`src/hdl/pfp_pkg.sv`:
```
// Shared types and constants for the packet fragment planner.
// No dependencies; every other file of the block imports this package.
`timescale 1ns / 1ps

package pfp_pkg;

  // field widths
  localparam int LEN_W          = 16;
  localparam int HDR_W          = 32;
  localparam int SEQ_W          = 8;
  localparam int IDX_FIELD_W    = 5;
  localparam int SIZE_FIELD_W   = 14;
  localparam int TYPE_FIELD_W   = 2;
  localparam int HDR_PAD_W      = HDR_W - SIZE_FIELD_W - IDX_FIELD_W - SEQ_W - TYPE_FIELD_W;

  // defaults
  localparam logic [LEN_W-1:0] CFG_MAX_SIZE_RESET = 16'd1400;
  localparam int               MAX_FRAGMENTS_DEF  = 32;

  // fragment type codes in the header
  typedef enum logic [TYPE_FIELD_W-1:0] {
    HDR_WHOLE    = 2'd0,
    HDR_NOT_LAST = 2'd1,
    HDR_LAST     = 2'd2
  } frag_type_t;

  // datapath operations issued by the controller
  typedef enum logic [3:0] {
    OP_IDLE,
    OP_CAPTURE,
    OP_DIV_MAIN,
    OP_TAKE_MAIN,
    OP_DIV_ADJ,
    OP_TAKE_ADJ,
    OP_USE_ALIGNED,
    OP_LIMIT,
    OP_START_RUN,
    OP_OUT_WHOLE,
    OP_OUT_ERROR,
    OP_OUT_FRAG
  } dp_op_t;

  // datapath status seen by the controller
  typedef struct packed {
    logic short_pkt;
    logic aligned_zero;
    logic shrink;
    logic too_many;
    logic fits_one;
    logic div_done;
    logic out_free;
    logic last_frag;
  } dp_status_t;

endpackage

```
`src/hdl/pfp_if.sv`:
```
// Handshake channels of the packet fragment planner: packet lengths in,
// fragment results out. Depends on pfp_pkg for the field widths.
`timescale 1ns / 1ps

interface pfp_in_if;
  import pfp_pkg::*;

  logic             valid;
  logic             ready;
  logic [LEN_W-1:0] packet_length;

  modport source (output valid, output packet_length, input ready);
  modport sink   (input valid, input packet_length, output ready);
endinterface

interface pfp_out_if;
  import pfp_pkg::*;

  logic             valid;
  logic             ready;
  logic [HDR_W-1:0] header_word;
  logic [LEN_W-1:0] fragment_offset;
  logic [LEN_W-1:0] fragment_length;
  logic             last_of_run;
  logic             status;

  modport source (output valid, output header_word, output fragment_offset,
                  output fragment_length, output last_of_run, output status,
                  input ready);
  modport sink   (input valid, input header_word, input fragment_offset,
                  input fragment_length, input last_of_run, input status,
                  output ready);
endinterface

```
`src/hdl/pfp_divider.sv`:
```
// Shared restoring divider, one quotient bit per cycle.
// Depends on pfp_pkg for the operand width.
`timescale 1ns / 1ps

module pfp_divider (
  input  logic                 clk,
  input  logic                 rst_n,
  input  logic                 start,
  input  logic [pfp_pkg::LEN_W-1:0] dividend,
  input  logic [pfp_pkg::LEN_W-1:0] divisor,
  output logic                 done,
  output logic [pfp_pkg::LEN_W-1:0] quotient,
  output logic [pfp_pkg::LEN_W-1:0] remainder
);
  import pfp_pkg::*;

  localparam int CntW = $clog2(LEN_W + 1);

  logic [LEN_W-1:0] part_r, part_nxt;
  logic [LEN_W-1:0] quo_r, quo_nxt;
  logic [LEN_W-1:0] div_r;
  logic [CntW-1:0]  cnt_r;
  logic             busy_r;
  logic             done_r;
  logic [LEN_W:0]   shifted;
  logic [LEN_W:0]   trial;

  // one restoring step
  always_comb begin
    shifted = {part_r, quo_r[LEN_W-1]};
    trial   = shifted - {1'b0, div_r};
    if (shifted >= {1'b0, div_r}) begin
      part_nxt = trial[LEN_W-1:0];
      quo_nxt  = {quo_r[LEN_W-2:0], 1'b1};
    end else begin
      part_nxt = shifted[LEN_W-1:0];
      quo_nxt  = {quo_r[LEN_W-2:0], 1'b0};
    end
  end

  // control
  always_ff @(posedge clk) begin
    if (!rst_n) begin
      busy_r <= 1'b0;
      done_r <= 1'b0;
      cnt_r  <= '0;
    end else begin
      done_r <= 1'b0;
      if (start) begin
        busy_r <= 1'b1;
        cnt_r  <= CntW'(LEN_W);
      end else if (busy_r) begin
        cnt_r <= cnt_r - 1'b1;
        if (cnt_r == CntW'(1)) begin
          busy_r <= 1'b0;
          done_r <= 1'b1;
        end
      end
    end
  end

  // operands
  always_ff @(posedge clk) begin
    if (start) begin
      part_r <= '0;
      quo_r  <= dividend;
      div_r  <= divisor;
    end else if (busy_r) begin
      part_r <= part_nxt;
      quo_r  <= quo_nxt;
    end
  end

  assign done      = done_r;
  assign quotient  = quo_r;
  assign remainder = part_r;

endmodule

```
`src/hdl/pfp_datapath.sv`:
```
// Datapath: configuration register, size planning registers, fragment
// walk and the output register. Depends on pfp_pkg and pfp_divider.
`timescale 1ns / 1ps

module pfp_datapath #(
  parameter int MAX_FRAGMENTS = pfp_pkg::MAX_FRAGMENTS_DEF
) (
  input  logic                          clk,
  input  logic                          rst_n,
  input  logic                          cfg_wr_en,
  input  logic [pfp_pkg::LEN_W-1:0]     cfg_wr_data,
  input  logic [pfp_pkg::LEN_W-1:0]     in_packet_length,
  input  pfp_pkg::dp_op_t               op,
  output pfp_pkg::dp_status_t           stat,
  output logic                          out_valid,
  input  logic                          out_ready,
  output logic [pfp_pkg::HDR_W-1:0]     out_header_word,
  output logic [pfp_pkg::LEN_W-1:0]     out_fragment_offset,
  output logic [pfp_pkg::LEN_W-1:0]     out_fragment_length,
  output logic                          out_last_of_run,
  output logic                          out_status
);
  import pfp_pkg::*;

  localparam int IdxW = $clog2(MAX_FRAGMENTS);
  localparam int LimW = LEN_W + $clog2(MAX_FRAGMENTS + 1);

  logic [LEN_W-1:0] max_size_r;
  logic [LEN_W-1:0] len_r;
  logic [LEN_W-1:0] cnt_r;
  logic [LEN_W-1:0] rem_r;
  logic [LEN_W-1:0] fsz_r;
  logic [LimW-1:0]  lim_r;
  logic [LEN_W-1:0] off_r;
  logic [IdxW-1:0]  idx_r;
  logic [SEQ_W-1:0] seq_r;

  logic             out_valid_r;
  logic [HDR_W-1:0] hdr_r;
  logic [LEN_W-1:0] out_off_r;
  logic [LEN_W-1:0] out_len_r;
  logic             out_last_r;
  logic             out_stat_r;

  logic [LEN_W-1:0] aligned;
  logic [LEN_W-1:0] three_quarters;
  logic             div_start;
  logic [LEN_W-1:0] div_num;
  logic [LEN_W-1:0] div_den;
  logic             div_done;
  logic [LEN_W-1:0] div_quo;
  logic [LEN_W-1:0] div_rem;
  logic [LEN_W:0]   cand;
  logic [LEN_W-1:0] cand_fsz;
  logic [LEN_W-1:0] remain;
  logic             last_frag;
  logic [LEN_W-1:0] piece;
  logic [HDR_W-1:0] frag_hdr;
  logic             out_free;

  // aligned size and the shrink threshold
  assign aligned        = {max_size_r[LEN_W-1:2], 2'b00};
  assign three_quarters = aligned - {2'b00, aligned[LEN_W-1:2]};

  // divider operand select: main split or balance correction
  assign div_start = (op == OP_DIV_MAIN) || (op == OP_DIV_ADJ);
  assign div_num   = (op == OP_DIV_ADJ) ? (max_size_r - rem_r) : len_r;
  assign div_den   = (op == OP_DIV_ADJ) ? (cnt_r + 16'd1) : aligned;

  pfp_divider u_div (
    .clk       (clk),
    .rst_n     (rst_n),
    .start     (div_start),
    .dividend  (div_num),
    .divisor   (div_den),
    .done      (div_done),
    .quotient  (div_quo),
    .remainder (div_rem)
  );

  // balanced candidate, rounded up to 4 and capped at the aligned size
  always_comb begin
    cand = ({1'b0, max_size_r} - {1'b0, div_quo} + 17'd3) & ~17'd3;
    if (cand < {1'b0, aligned}) begin
      cand_fsz = cand[LEN_W-1:0];
    end else begin
      cand_fsz = aligned;
    end
  end

  // current fragment of the run
  assign remain    = len_r - off_r;
  assign last_frag = (remain <= fsz_r);
  assign piece     = last_frag ? remain : fsz_r;

  always_comb begin
    frag_hdr = {
      {HDR_PAD_W{1'b0}},
      last_frag ? fsz_r[LEN_W-1:2] : {SIZE_FIELD_W{1'b0}},
      IDX_FIELD_W'(idx_r),
      seq_r,
      last_frag ? HDR_LAST : HDR_NOT_LAST
    };
  end

  assign out_free = !out_valid_r || out_ready;

  // status to the controller
  always_comb begin
    stat.short_pkt    = (len_r < max_size_r);
    stat.aligned_zero = (max_size_r[LEN_W-1:2] == '0);
    stat.shrink       = (cnt_r != '0) && (rem_r != '0) && (rem_r < three_quarters);
    stat.too_many     = ({{(LimW-LEN_W){1'b0}}, len_r} > lim_r);
    stat.fits_one     = (len_r <= fsz_r);
    stat.div_done     = div_done;
    stat.out_free     = out_free;
    stat.last_frag    = last_frag;
  end

  // control registers: configuration, sequence counter, output valid
  always_ff @(posedge clk) begin
    if (!rst_n) begin
      max_size_r  <= CFG_MAX_SIZE_RESET;
      seq_r       <= '0;
      out_valid_r <= 1'b0;
    end else begin
      if (cfg_wr_en) begin
        max_size_r <= cfg_wr_data;
      end
      if (op == OP_START_RUN) begin
        seq_r <= seq_r + 1'b1;
      end
      if (op == OP_OUT_WHOLE || op == OP_OUT_ERROR || op == OP_OUT_FRAG) begin
        out_valid_r <= 1'b1;
      end else if (out_ready) begin
        out_valid_r <= 1'b0;
      end
    end
  end

  // planning and output payload registers
  always_ff @(posedge clk) begin
    unique case (op)
      OP_CAPTURE: begin
        len_r <= in_packet_length;
      end
      OP_TAKE_MAIN: begin
        cnt_r <= div_quo;
        rem_r <= div_rem;
      end
      OP_TAKE_ADJ: begin
        fsz_r <= cand_fsz;
      end
      OP_USE_ALIGNED: begin
        fsz_r <= aligned;
      end
      OP_LIMIT: begin
        lim_r <= LimW'(fsz_r) * LimW'(MAX_FRAGMENTS);
      end
      OP_START_RUN: begin
        off_r <= '0;
        idx_r <= '0;
      end
      OP_OUT_WHOLE: begin
        hdr_r      <= '0;
        out_off_r  <= '0;
        out_len_r  <= len_r;
        out_last_r <= 1'b1;
        out_stat_r <= 1'b0;
      end
      OP_OUT_ERROR: begin
        hdr_r      <= '0;
        out_off_r  <= '0;
        out_len_r  <= '0;
        out_last_r <= 1'b1;
        out_stat_r <= 1'b1;
      end
      OP_OUT_FRAG: begin
        hdr_r      <= frag_hdr;
        out_off_r  <= off_r;
        out_len_r  <= piece;
        out_last_r <= last_frag;
        out_stat_r <= 1'b0;
        off_r      <= off_r + piece;
        idx_r      <= idx_r + 1'b1;
      end
      default: begin
      end
    endcase
  end

  assign out_valid           = out_valid_r;
  assign out_header_word     = hdr_r;
  assign out_fragment_offset = out_off_r;
  assign out_fragment_length = out_len_r;
  assign out_last_of_run     = out_last_r;
  assign out_status          = out_stat_r;

endmodule

```
`src/hdl/pfp_ctrl.sv`:
```
// Controller state machine: sequences classification, the two divisions,
// the limit check and the fragment walk. Depends on pfp_pkg.
`timescale 1ns / 1ps

module pfp_ctrl (
  input  logic                clk,
  input  logic                rst_n,
  input  logic                in_valid,
  output logic                in_ready,
  input  pfp_pkg::dp_status_t stat,
  output pfp_pkg::dp_op_t     op
);
  import pfp_pkg::*;

  typedef enum logic [3:0] {
    S_IDLE,
    S_CLASS,
    S_DIV_MAIN,
    S_ADJUST,
    S_DIV_ADJ,
    S_LIMIT,
    S_CHECK,
    S_OUT_WHOLE,
    S_OUT_ERROR,
    S_EMIT
  } state_t;

  state_t state_r, state_nxt;

  // next state and datapath command
  always_comb begin
    state_nxt = state_r;
    op        = OP_IDLE;
    unique case (state_r)
      S_IDLE: begin
        if (in_valid) begin
          op        = OP_CAPTURE;
          state_nxt = S_CLASS;
        end
      end
      S_CLASS: begin
        priority if (stat.short_pkt) begin
          state_nxt = S_OUT_WHOLE;
        end else if (stat.aligned_zero) begin
          state_nxt = S_OUT_ERROR;
        end else begin
          op        = OP_DIV_MAIN;
          state_nxt = S_DIV_MAIN;
        end
      end
      S_DIV_MAIN: begin
        if (stat.div_done) begin
          op        = OP_TAKE_MAIN;
          state_nxt = S_ADJUST;
        end
      end
      S_ADJUST: begin
        if (stat.shrink) begin
          op        = OP_DIV_ADJ;
          state_nxt = S_DIV_ADJ;
        end else begin
          op        = OP_USE_ALIGNED;
          state_nxt = S_LIMIT;
        end
      end
      S_DIV_ADJ: begin
        if (stat.div_done) begin
          op        = OP_TAKE_ADJ;
          state_nxt = S_LIMIT;
        end
      end
      S_LIMIT: begin
        op        = OP_LIMIT;
        state_nxt = S_CHECK;
      end
      S_CHECK: begin
        priority if (stat.too_many) begin
          state_nxt = S_OUT_ERROR;
        end else if (stat.fits_one) begin
          state_nxt = S_OUT_WHOLE;
        end else begin
          op        = OP_START_RUN;
          state_nxt = S_EMIT;
        end
      end
      S_OUT_WHOLE: begin
        if (stat.out_free) begin
          op        = OP_OUT_WHOLE;
          state_nxt = S_IDLE;
        end
      end
      S_OUT_ERROR: begin
        if (stat.out_free) begin
          op        = OP_OUT_ERROR;
          state_nxt = S_IDLE;
        end
      end
      S_EMIT: begin
        if (stat.out_free) begin
          op = OP_OUT_FRAG;
          if (stat.last_frag) begin
            state_nxt = S_IDLE;
          end
        end
      end
      default: begin
        state_nxt = S_IDLE;
      end
    endcase
  end

  // state register
  always_ff @(posedge clk) begin
    if (!rst_n) begin
      state_r <= S_IDLE;
    end else begin
      state_r <= state_nxt;
    end
  end

  assign in_ready = (state_r == S_IDLE);

endmodule

```
`src/hdl/packet_fragment_planner_core.sv`:
```
// Top level of the packet fragment planner: controller plus datapath.
// Depends on pfp_pkg, pfp_if, pfp_ctrl and pfp_datapath.
//
// Usage:
//   in_ch carries one packet length per item (valid/ready). out_ch gives
//   one item per fragment: header word, offset, length, last mark and
//   status; last_of_run marks the final item of each packet.
//   cfg_wr_en/cfg_wr_data write max_fragment_size; write only while idle.
// Flow:
//   A packet below the maximum, or one rejected at classification, goes
//   straight to the output register without a division. Other packets go
//   through the shared divider once, or twice when the size is rebalanced;
//   their fragments then follow one fragment per cycle while out_ch is ready.
//   One packet is worked on at a time; the next length is accepted once the
//   last result sits in the output register.
// Reset:
//   synchronous, active low; max_fragment_size returns to 1400 and the
//   sequence counter to zero. No result is pending after reset.
// Stalls:
//   while out_ch is not ready the result holds and the fragment walk waits.
`timescale 1ns / 1ps

module packet_fragment_planner_core #(
  parameter int MAX_FRAGMENTS = pfp_pkg::MAX_FRAGMENTS_DEF
) (
  input  logic                      clk,
  input  logic                      rst_n,
  input  logic                      cfg_wr_en,
  input  logic [pfp_pkg::LEN_W-1:0] cfg_wr_data,
  pfp_in_if.sink                    in_ch,
  pfp_out_if.source                 out_ch
);
  import pfp_pkg::*;

  dp_op_t     op;
  dp_status_t stat;
  logic       ready;

  // sequencing
  pfp_ctrl u_ctrl (
    .clk      (clk),
    .rst_n    (rst_n),
    .in_valid (in_ch.valid),
    .in_ready (ready),
    .stat     (stat),
    .op       (op)
  );

  assign in_ch.ready = ready;

  // arithmetic and output staging
  pfp_datapath #(
    .MAX_FRAGMENTS (MAX_FRAGMENTS)
  ) u_dp (
    .clk                 (clk),
    .rst_n               (rst_n),
    .cfg_wr_en           (cfg_wr_en),
    .cfg_wr_data         (cfg_wr_data),
    .in_packet_length    (in_ch.packet_length),
    .op                  (op),
    .stat                (stat),
    .out_valid           (out_ch.valid),
    .out_ready           (out_ch.ready),
    .out_header_word     (out_ch.header_word),
    .out_fragment_offset (out_ch.fragment_offset),
    .out_fragment_length (out_ch.fragment_length),
    .out_last_of_run     (out_ch.last_of_run),
    .out_status          (out_ch.status)
  );

endmodule
```
`src/flat_wrapper.sv`:
```
// flat-port wrapper written by rule: the top's interface ports become plain ports
module packet_fragment_planner_core_flat import pfp_pkg::*;
#(
  parameter int MAX_FRAGMENTS = pfp_pkg::MAX_FRAGMENTS_DEF
)
  (clk, rst_n, cfg_wr_en, cfg_wr_data, in_ch_valid, in_ch_packet_length, in_ch_ready, out_ch_valid, out_ch_header_word, out_ch_fragment_offset, out_ch_fragment_length, out_ch_last_of_run, out_ch_status, out_ch_ready);
  pfp_in_if in_ch_i ();
  pfp_out_if out_ch_i ();
  input  logic clk;
  input  logic rst_n;
  input  logic cfg_wr_en;
  input  logic [pfp_pkg::LEN_W-1:0] cfg_wr_data;
  input wire logic [$bits(in_ch_i.valid)-1:0] in_ch_valid;
  input wire logic [$bits(in_ch_i.packet_length)-1:0] in_ch_packet_length;
  output wire logic [$bits(in_ch_i.ready)-1:0] in_ch_ready;
  output wire logic [$bits(out_ch_i.valid)-1:0] out_ch_valid;
  output wire logic [$bits(out_ch_i.header_word)-1:0] out_ch_header_word;
  output wire logic [$bits(out_ch_i.fragment_offset)-1:0] out_ch_fragment_offset;
  output wire logic [$bits(out_ch_i.fragment_length)-1:0] out_ch_fragment_length;
  output wire logic [$bits(out_ch_i.last_of_run)-1:0] out_ch_last_of_run;
  output wire logic [$bits(out_ch_i.status)-1:0] out_ch_status;
  input wire logic [$bits(out_ch_i.ready)-1:0] out_ch_ready;
  assign in_ch_i.valid = in_ch_valid;
  assign in_ch_i.packet_length = in_ch_packet_length;
  assign in_ch_ready = in_ch_i.ready;
  assign out_ch_valid = out_ch_i.valid;
  assign out_ch_header_word = out_ch_i.header_word;
  assign out_ch_fragment_offset = out_ch_i.fragment_offset;
  assign out_ch_fragment_length = out_ch_i.fragment_length;
  assign out_ch_last_of_run = out_ch_i.last_of_run;
  assign out_ch_status = out_ch_i.status;
  assign out_ch_i.ready = out_ch_ready;
  packet_fragment_planner_core #(.MAX_FRAGMENTS(MAX_FRAGMENTS)) u_core (.clk(clk), .rst_n(rst_n), .cfg_wr_en(cfg_wr_en), .cfg_wr_data(cfg_wr_data), .in_ch(in_ch_i), .out_ch(out_ch_i));
endmodule
```
`config.mk`:
```
export PLATFORM = sky130hd
export DESIGN_NAME = packet_fragment_planner_core_flat
export DESIGN_NICKNAME = d
export VERILOG_FILES = /design/src/hdl/pfp_pkg.sv /design/src/hdl/pfp_if.sv /design/src/hdl/pfp_divider.sv /design/src/hdl/pfp_datapath.sv /design/src/hdl/pfp_ctrl.sv /design/src/hdl/packet_fragment_planner_core.sv /design/src/flat_wrapper.sv
export SDC_FILE = /design/constraint.sdc
export NUM_CORES = 1
export LEC_CHECK = 0
export BUFFER_PORTS_ARGS = -buffer_cell sky130_fd_sc_hd__buf_2
export CORE_ASPECT_RATIO = 1.75
export CORE_MARGIN = 5
export CORE_UTILIZATION = 33
export DETAILED_ROUTE_END_ITERATION = 8
export HOLD_SLACK_MARGIN = 0.06
export SLEW_MARGIN = 20
export SYNTH_ARGS = -nofsm -noshare
export SYNTH_HDL_FRONTEND = slang
export SYNTH_SLANG_ARGS = --single-unit
```
`constraint.sdc`:
```
create_clock -name clk -period 6.09 [get_ports clk]
set_input_delay 0 -clock clk [delete_from_list [all_inputs] [get_ports clk]]
set_output_delay 0 -clock clk [all_outputs]
set_load 0.01 [all_outputs]
```
## Word level (Yosys, flattened, before mapping)

Index checks and enable logic that the tools add are counted.

- Register bits: 251
- Input bits: 37
- Output and inout bits: 68
- Word-level logic and storage cells: 145

- $add $sub $neg: 11
- Order comparisons: 7
- Equal/unequal tests: 27
- Multiplexer cells: 50
- Bitwise logic cells: 2
- Reduce and logical (&&, ||, !) cells: 24

Operator list:

| kind | number |
|---|---|
| 2-to-1 mux 16 bit | 7 |
| case mux 16 bit (2 select lines) | 3 |
| case mux 32 bit (2 select lines) | 1 |
| 2-to-1 mux 4 bit | 15 |
| case mux 16 bit (3 select lines) | 1 |
| subtractor 16 bit | 3 |
| case mux 4 bit (10 select lines) | 1 |
| case mux 4 bit (9 select lines) | 1 |
| equality test 4 x 3 -> 1 bit (second input constant) | 8 |
| <= comparator 16 bit | 2 |
| less-than comparator 16 bit | 2 |
| nonzero test 16 bit | 2 |
| equality test 4 bit (second input constant) | 6 |
| > comparator 16 x 21 -> 1 bit | 1 |
| adder 17 x 2 -> 17 bit (second input constant) | 1 |
| greater-or-equal comparator 17 x 16 -> 1 bit | 1 |
| less-than comparator 17 x 16 -> 1 bit | 1 |
| subtractor 16 x 16 -> 17 bit | 1 |
| adder 16 x 1 -> 16 bit (second input constant) | 1 |
| adder 16 bit | 1 |
| equality test 4 x 2 -> 1 bit (second input constant) | 4 |
| subtractor 16 x 14 -> 16 bit | 1 |
| logical NOT 14 bit | 1 |
| 2-to-1 mux 14 bit | 1 |
| 23 further kinds | 55 |

## Logic depth before layout (Yosys ltp)

- Word-level depth: 9
- Mapped depth: 28
- Gate-level depth less buffers: 27

## Cells and area by module

From an unflattened synthesis, not the netlist that was laid out.

- Cells, all modules: 1656
- Area total of the unflattened synthesis: 16702.3 sq um

By module, submodules not included:

| module | instances | cells each | area each (sq um) | seq. area each (sq um) |
|---|---|---|---|---|
| pfp_datapath | 1 | 1260 | 12858.6 | 5305.1 |
| pfp_divider | 1 | 324 | 3335.7 | 1421.4 |
| pfp_ctrl | 1 | 72 | 508.0 | 80.1 |

## Least setup slack after synthesis

No wires, ideal clock.

- Path kind: register -> register
- From: register u_core.u_dp.off_r[1]
- To: register u_core.u_dp.off_r[13] (data pin)
- Library setup time: 0.268 ns
- Data arrival time: 5.684 ns
- Required time: 5.822 ns
- Setup slack: 0.137 ns
- Cell stages (with the launch flop): 25
- Buffers on the path: 1
- Clock period less this slack: 5.953 ns
- Cells stage by stage: edfxtp_1 > inv_1 > ha_1 > nor2b_1 > o31a_1 > a21oi_1 > a211oi_1 > o211a_1 > a2111o_1 > xnor2_1 > ha_1 > nand2_1 > nor2_1 > o311a_1 > o32a_1 > buf_1 > mux2_2 > ha_1 > a21o_1 > or4_1 > o221ai_1 > a211oi_1 > o31ai_1 > nand3_1 > nor3b_1

- Longest elaborated chain between the ends: 5

Ends and longest elaborated chain:

| item | RTL line | source |
|---|---|---|
| start, declared | pfp_datapath.sv:34 | `logic [LEN_W-1:0] off_r;` |
| start signal, assigned | pfp_datapath.sv:184 | `off_r <= off_r + piece;` |
| subtractor 16 bit | pfp_datapath.sv:92 | `assign remain = len_r - off_r;` |
| <= comparator 16 bit | pfp_datapath.sv:93 | `assign last_frag = (remain <= fsz_r);` |
| 2-to-1 mux 16 bit | pfp_datapath.sv:94 | `assign piece = last_frag ? remain : fsz_r;` |
| adder 16 bit (*) | pfp_datapath.sv:184 |  |
| case mux 16 bit (2 select lines) (*) | pfp_datapath.sv:143 | `unique case (op)` |

Every way passes the cells marked *; elsewhere a longest branch is shown, timed or not.
A chain may end at the register's enable or synchronous reset.

## Worst setup path in the final report

- From: register u_core.u_dp.off_r[1]
- To: register u_core.u_dp.off_r[14] (data pin)

The elaborated chain is that of the path after synthesis.

==> flow_summary.ini <==
[status]
status = finished, final reports clean

[global_route]
grt_max_degree = 57
grt_pass1_wl_um = 77330
gr-total-overflow = 0
track_usage = 0.1847
first_global_vias = 13987
antenna_found_initial = 2

[floorplan]
fp.coreArea_sq_um = 49460
fp.dieArea_sq_um = 54500
die_h_um = 305.1
initial_core_util = 0.3320
num_rows = 108
die_w_um = 178.6
pin_count = 105

[power]
ir_worst_vdd_mv = 0.2027
power.density_nw_per_um2 = 414.4
power.leakage_nw = 8.478

[timing]
timing.fmax_mhz = 168.1
clock_skew_ns = 0.02727
fin_tns_setup_ns = 0
setup_slack_ns = 0.1400
fin_crit_ns = 5.950
fin_crit_sh = 0.9770
slew_headroom = 0.2570
tightest_slew_ns = 1.100
slew_violations = 0
setup_violations = 0
rsz0062_at_grt = yes
hold_viol = 0

[setup_path]
endpoint_kind = flop
crit_fanout = 6
worst_path_largest_cell_delay_ns = 0.41
critPathKind = flop to flop
critical_path_required_ns = 6.48
critical-path-slowest-cell = edfxtp_1
cp_data_arrival_time_ns = 6.34
startpoint_type = flop
cpMostUsedCell = buf_4

[route]
vias = 13385
drtPass1Iterations = 7
ant_nets = 0
avgRoutedWirePerCell_um = 20.23
drt_wl_total_um = 51620
drt-initial-drc-count = 683
via_per_inst = 5.245
drc = 0

[layout]
multiInputGateArea_sq_um = 9168
num_antenna_cells = 0
syn_to_final_growth_pct = 22.46
fin_nets = 2104
register_area_sq_um = 6807
fillCellCount = 4855
layout-drive-gt1-share = 0.1950

[logic_synthesis]
synth-seq-cells = 244
synth_edf_count = 192
avgSynthCellArea_sq_um = 10.11
ys_warn_count = 0
netlist_area_sq_um = 16420
ys_seq_area_frac = 0.4145
synth_cell_types = 81
synthCells = 1625
synthFlopType = edfxtp_1
synthArstFlopShare = 0

[cts]
cts_tree = yes
clkTransAtPathRegs_ns = 0.07
cts.sinks = 244
clkLatencyLatePin_ns = 0.57
numCtsBuffers = 25
ctsLongestPathBuffers = 3
cts_root_buf = clkbuf_16
htreeDepth = 1

[placement]
dp_slack_ns = -0.6530
port_buffers = 101
place_congestion = 0.9532
dp_hpwl_um = 41130

[flow_run]
maxCapViolations = 0

[min_path]
hp-class = primary input to flop
==> repair_timing <==
| item | CTS | global route |
|---|---|---|
| resized for setup | 15 | 50 |
| hold buffers | 45 | 0 |
| endpoints found under the hold margin | 46 | 0 |
| setup endpoints to repair | 8 | 7 |
| pin swaps | 3 | 31 |
| setup buffers | 0 | 8 |
==> cells in the mapped netlist, drive strengths merged (12+ instances only) <==
cell,count,share of area
a211oi,33,0.016
a21o,35,0.016
a21oi,91,0.028
and2,17,0.0065
and3,28,0.011
buf,18,0.0070
clkbuf,30,0.0069
dfxtp,52,0.063
edfxtp,192,0.35
ha,188,0.14
inv,137,0.031
mux2,29,0.022
mux2i,35,0.021
nand2,96,0.022
nand2b,27,0.010
nand3,35,0.011
nand4,19,0.0076
nor2,133,0.030
nor2b,34,0.013
nor3,28,0.0085
nor4,16,0.0061
o21a,26,0.012
o21ai,70,0.021
o31ai,12,0.0063
or2,14,0.0053
xnor2,54,0.029
xor2,38,0.020
==> cell usage in the layout (no fill, tap or decap), types with 51 or more instances in the layout <==
cell type	netlist	final
edfxtp_1	192	192
ha_1	188	183
inv_1	137	135
nor2_1	133	129
buf_4	4	120
buf_2	7	101
nand2_1	96	94
a21oi_1	90	83
o21ai_0	67	62
dfxtp_1	52	52
xnor2_1	54	51
==> cell families (layout without fill, tap and decap cells) <==
family,Yosys count,after routing,share of synthesized area
buf+inv,185,450,0.04518
flops,244,244,0.4145
other cells,1,3,0.0002284
mux,64,64,0.04351
fa+ha+maj,193,193,0.1493
compound gates,363,363,0.1497
simple gates,483,483,0.1485
xor+xnor,92,92,0.04907
==> cell type report <==
type	instances	share of cell area
Inverter	137	0.02557
Sequential cell	244	0.3385
Tap cell	660	0.04107
Timing Repair Buffer	268	0.09389
Clock inverter	15	0.01095
Multi-Input combinational cell	1198	0.4559
Clock buffer	30	0.03416
==> state kept, by name, summed over array words and instances (netlist names), 5 cells and up <==
name and cells:
u_core.u_dp.out_header_word 29, u_core.u_dp.cnt_r 16, u_core.u_dp.len_r 16, u_core.u_dp.max_size_r 16, u_core.u_dp.off_r 16, u_core.u_dp.out_fragment_length 16, u_core.u_dp.out_fragment_offset 16, u_core.u_dp.rem_r 16
u_core.u_dp.u_div.div_r 16, u_core.u_dp.u_div.quotient 16, u_core.u_dp.u_div.remainder 16, u_core.u_dp.fsz_r 14, u_core.u_dp.lim_r 14, u_core.u_dp.seq_r 8, u_core.u_dp.idx_r 5, u_core.u_dp.u_div.cnt_r 5
==> critical path: cells and delay by family, from the launching register on <==
family                   cells  cell delay, ns
adder cells (fa/ha/maj)      3            0.84
flip-flops                   1            0.41
AND/OR/NAND/NOR              3            0.31
buffers and inverters        8            1.17
multiplexers                 1            0.35
XOR/XNOR                     1            0.09
AO/OA/AOI/OAI               14            2.60
==> where the power goes <==
group,internal [W],switching [W]
combinational,0.00188,0.00234
sequential,0.00216,0.000232
clock,0.00102,0.000703
total,0.00506,0.00327
==> stage by stage <==
step | total power (W) | util | hold slack (ns) | cells | instance area [sq um]
2_1_floorplan | 0.005132 | - | 0.09887 | 1627 | 16430
3_3_place_gp | 0.006308 | 0.3725 | 0.1798 | 2454 | 18420
3_5_place_dp | 0.006415 | 0.3725 | 0.1783 | 2454 | 18420
4_1_cts | 0.008219 | 0.4013 | 0.06324 | 2544 | 19850
5_1_grt | 0.008863 | 0.4066 | 0.08329 | 2552 | 20110
6_report | 0.008333 | 0.4066 | 0.06926 | 2552 | 20110
==> metal layers <==
| metal | GRT usage | share of wire |
|---|---|---|
| met5 | 0 | 0 |
| met3 | 0.01327 | 0.029 |
| met1 | 0.1683 | 0.33 |
| met2 | 0.3675 | 0.56 |
| met4 | 0.1349 | 0.086 |
==> final timing paths <==
check | startpoint | end | slack [ns] | depth (start not counted)
min reg2reg | u_core.u_dp.u_div.quotient[1] | u_core.u_dp.cnt_r[1] | 0.47 | 0
max reg2reg | u_core.u_dp.off_r[1] | u_core.u_dp.off_r[14] | 0.14 | 30
min | cfg_wr_en | u_core.u_dp.max_size_r[0] | 0.07 | 3
max | u_core.u_dp.off_r[1] | u_core.u_dp.off_r[14] | 0.14 | 30
No activity file was read; power rests on OpenSTA's default activity.
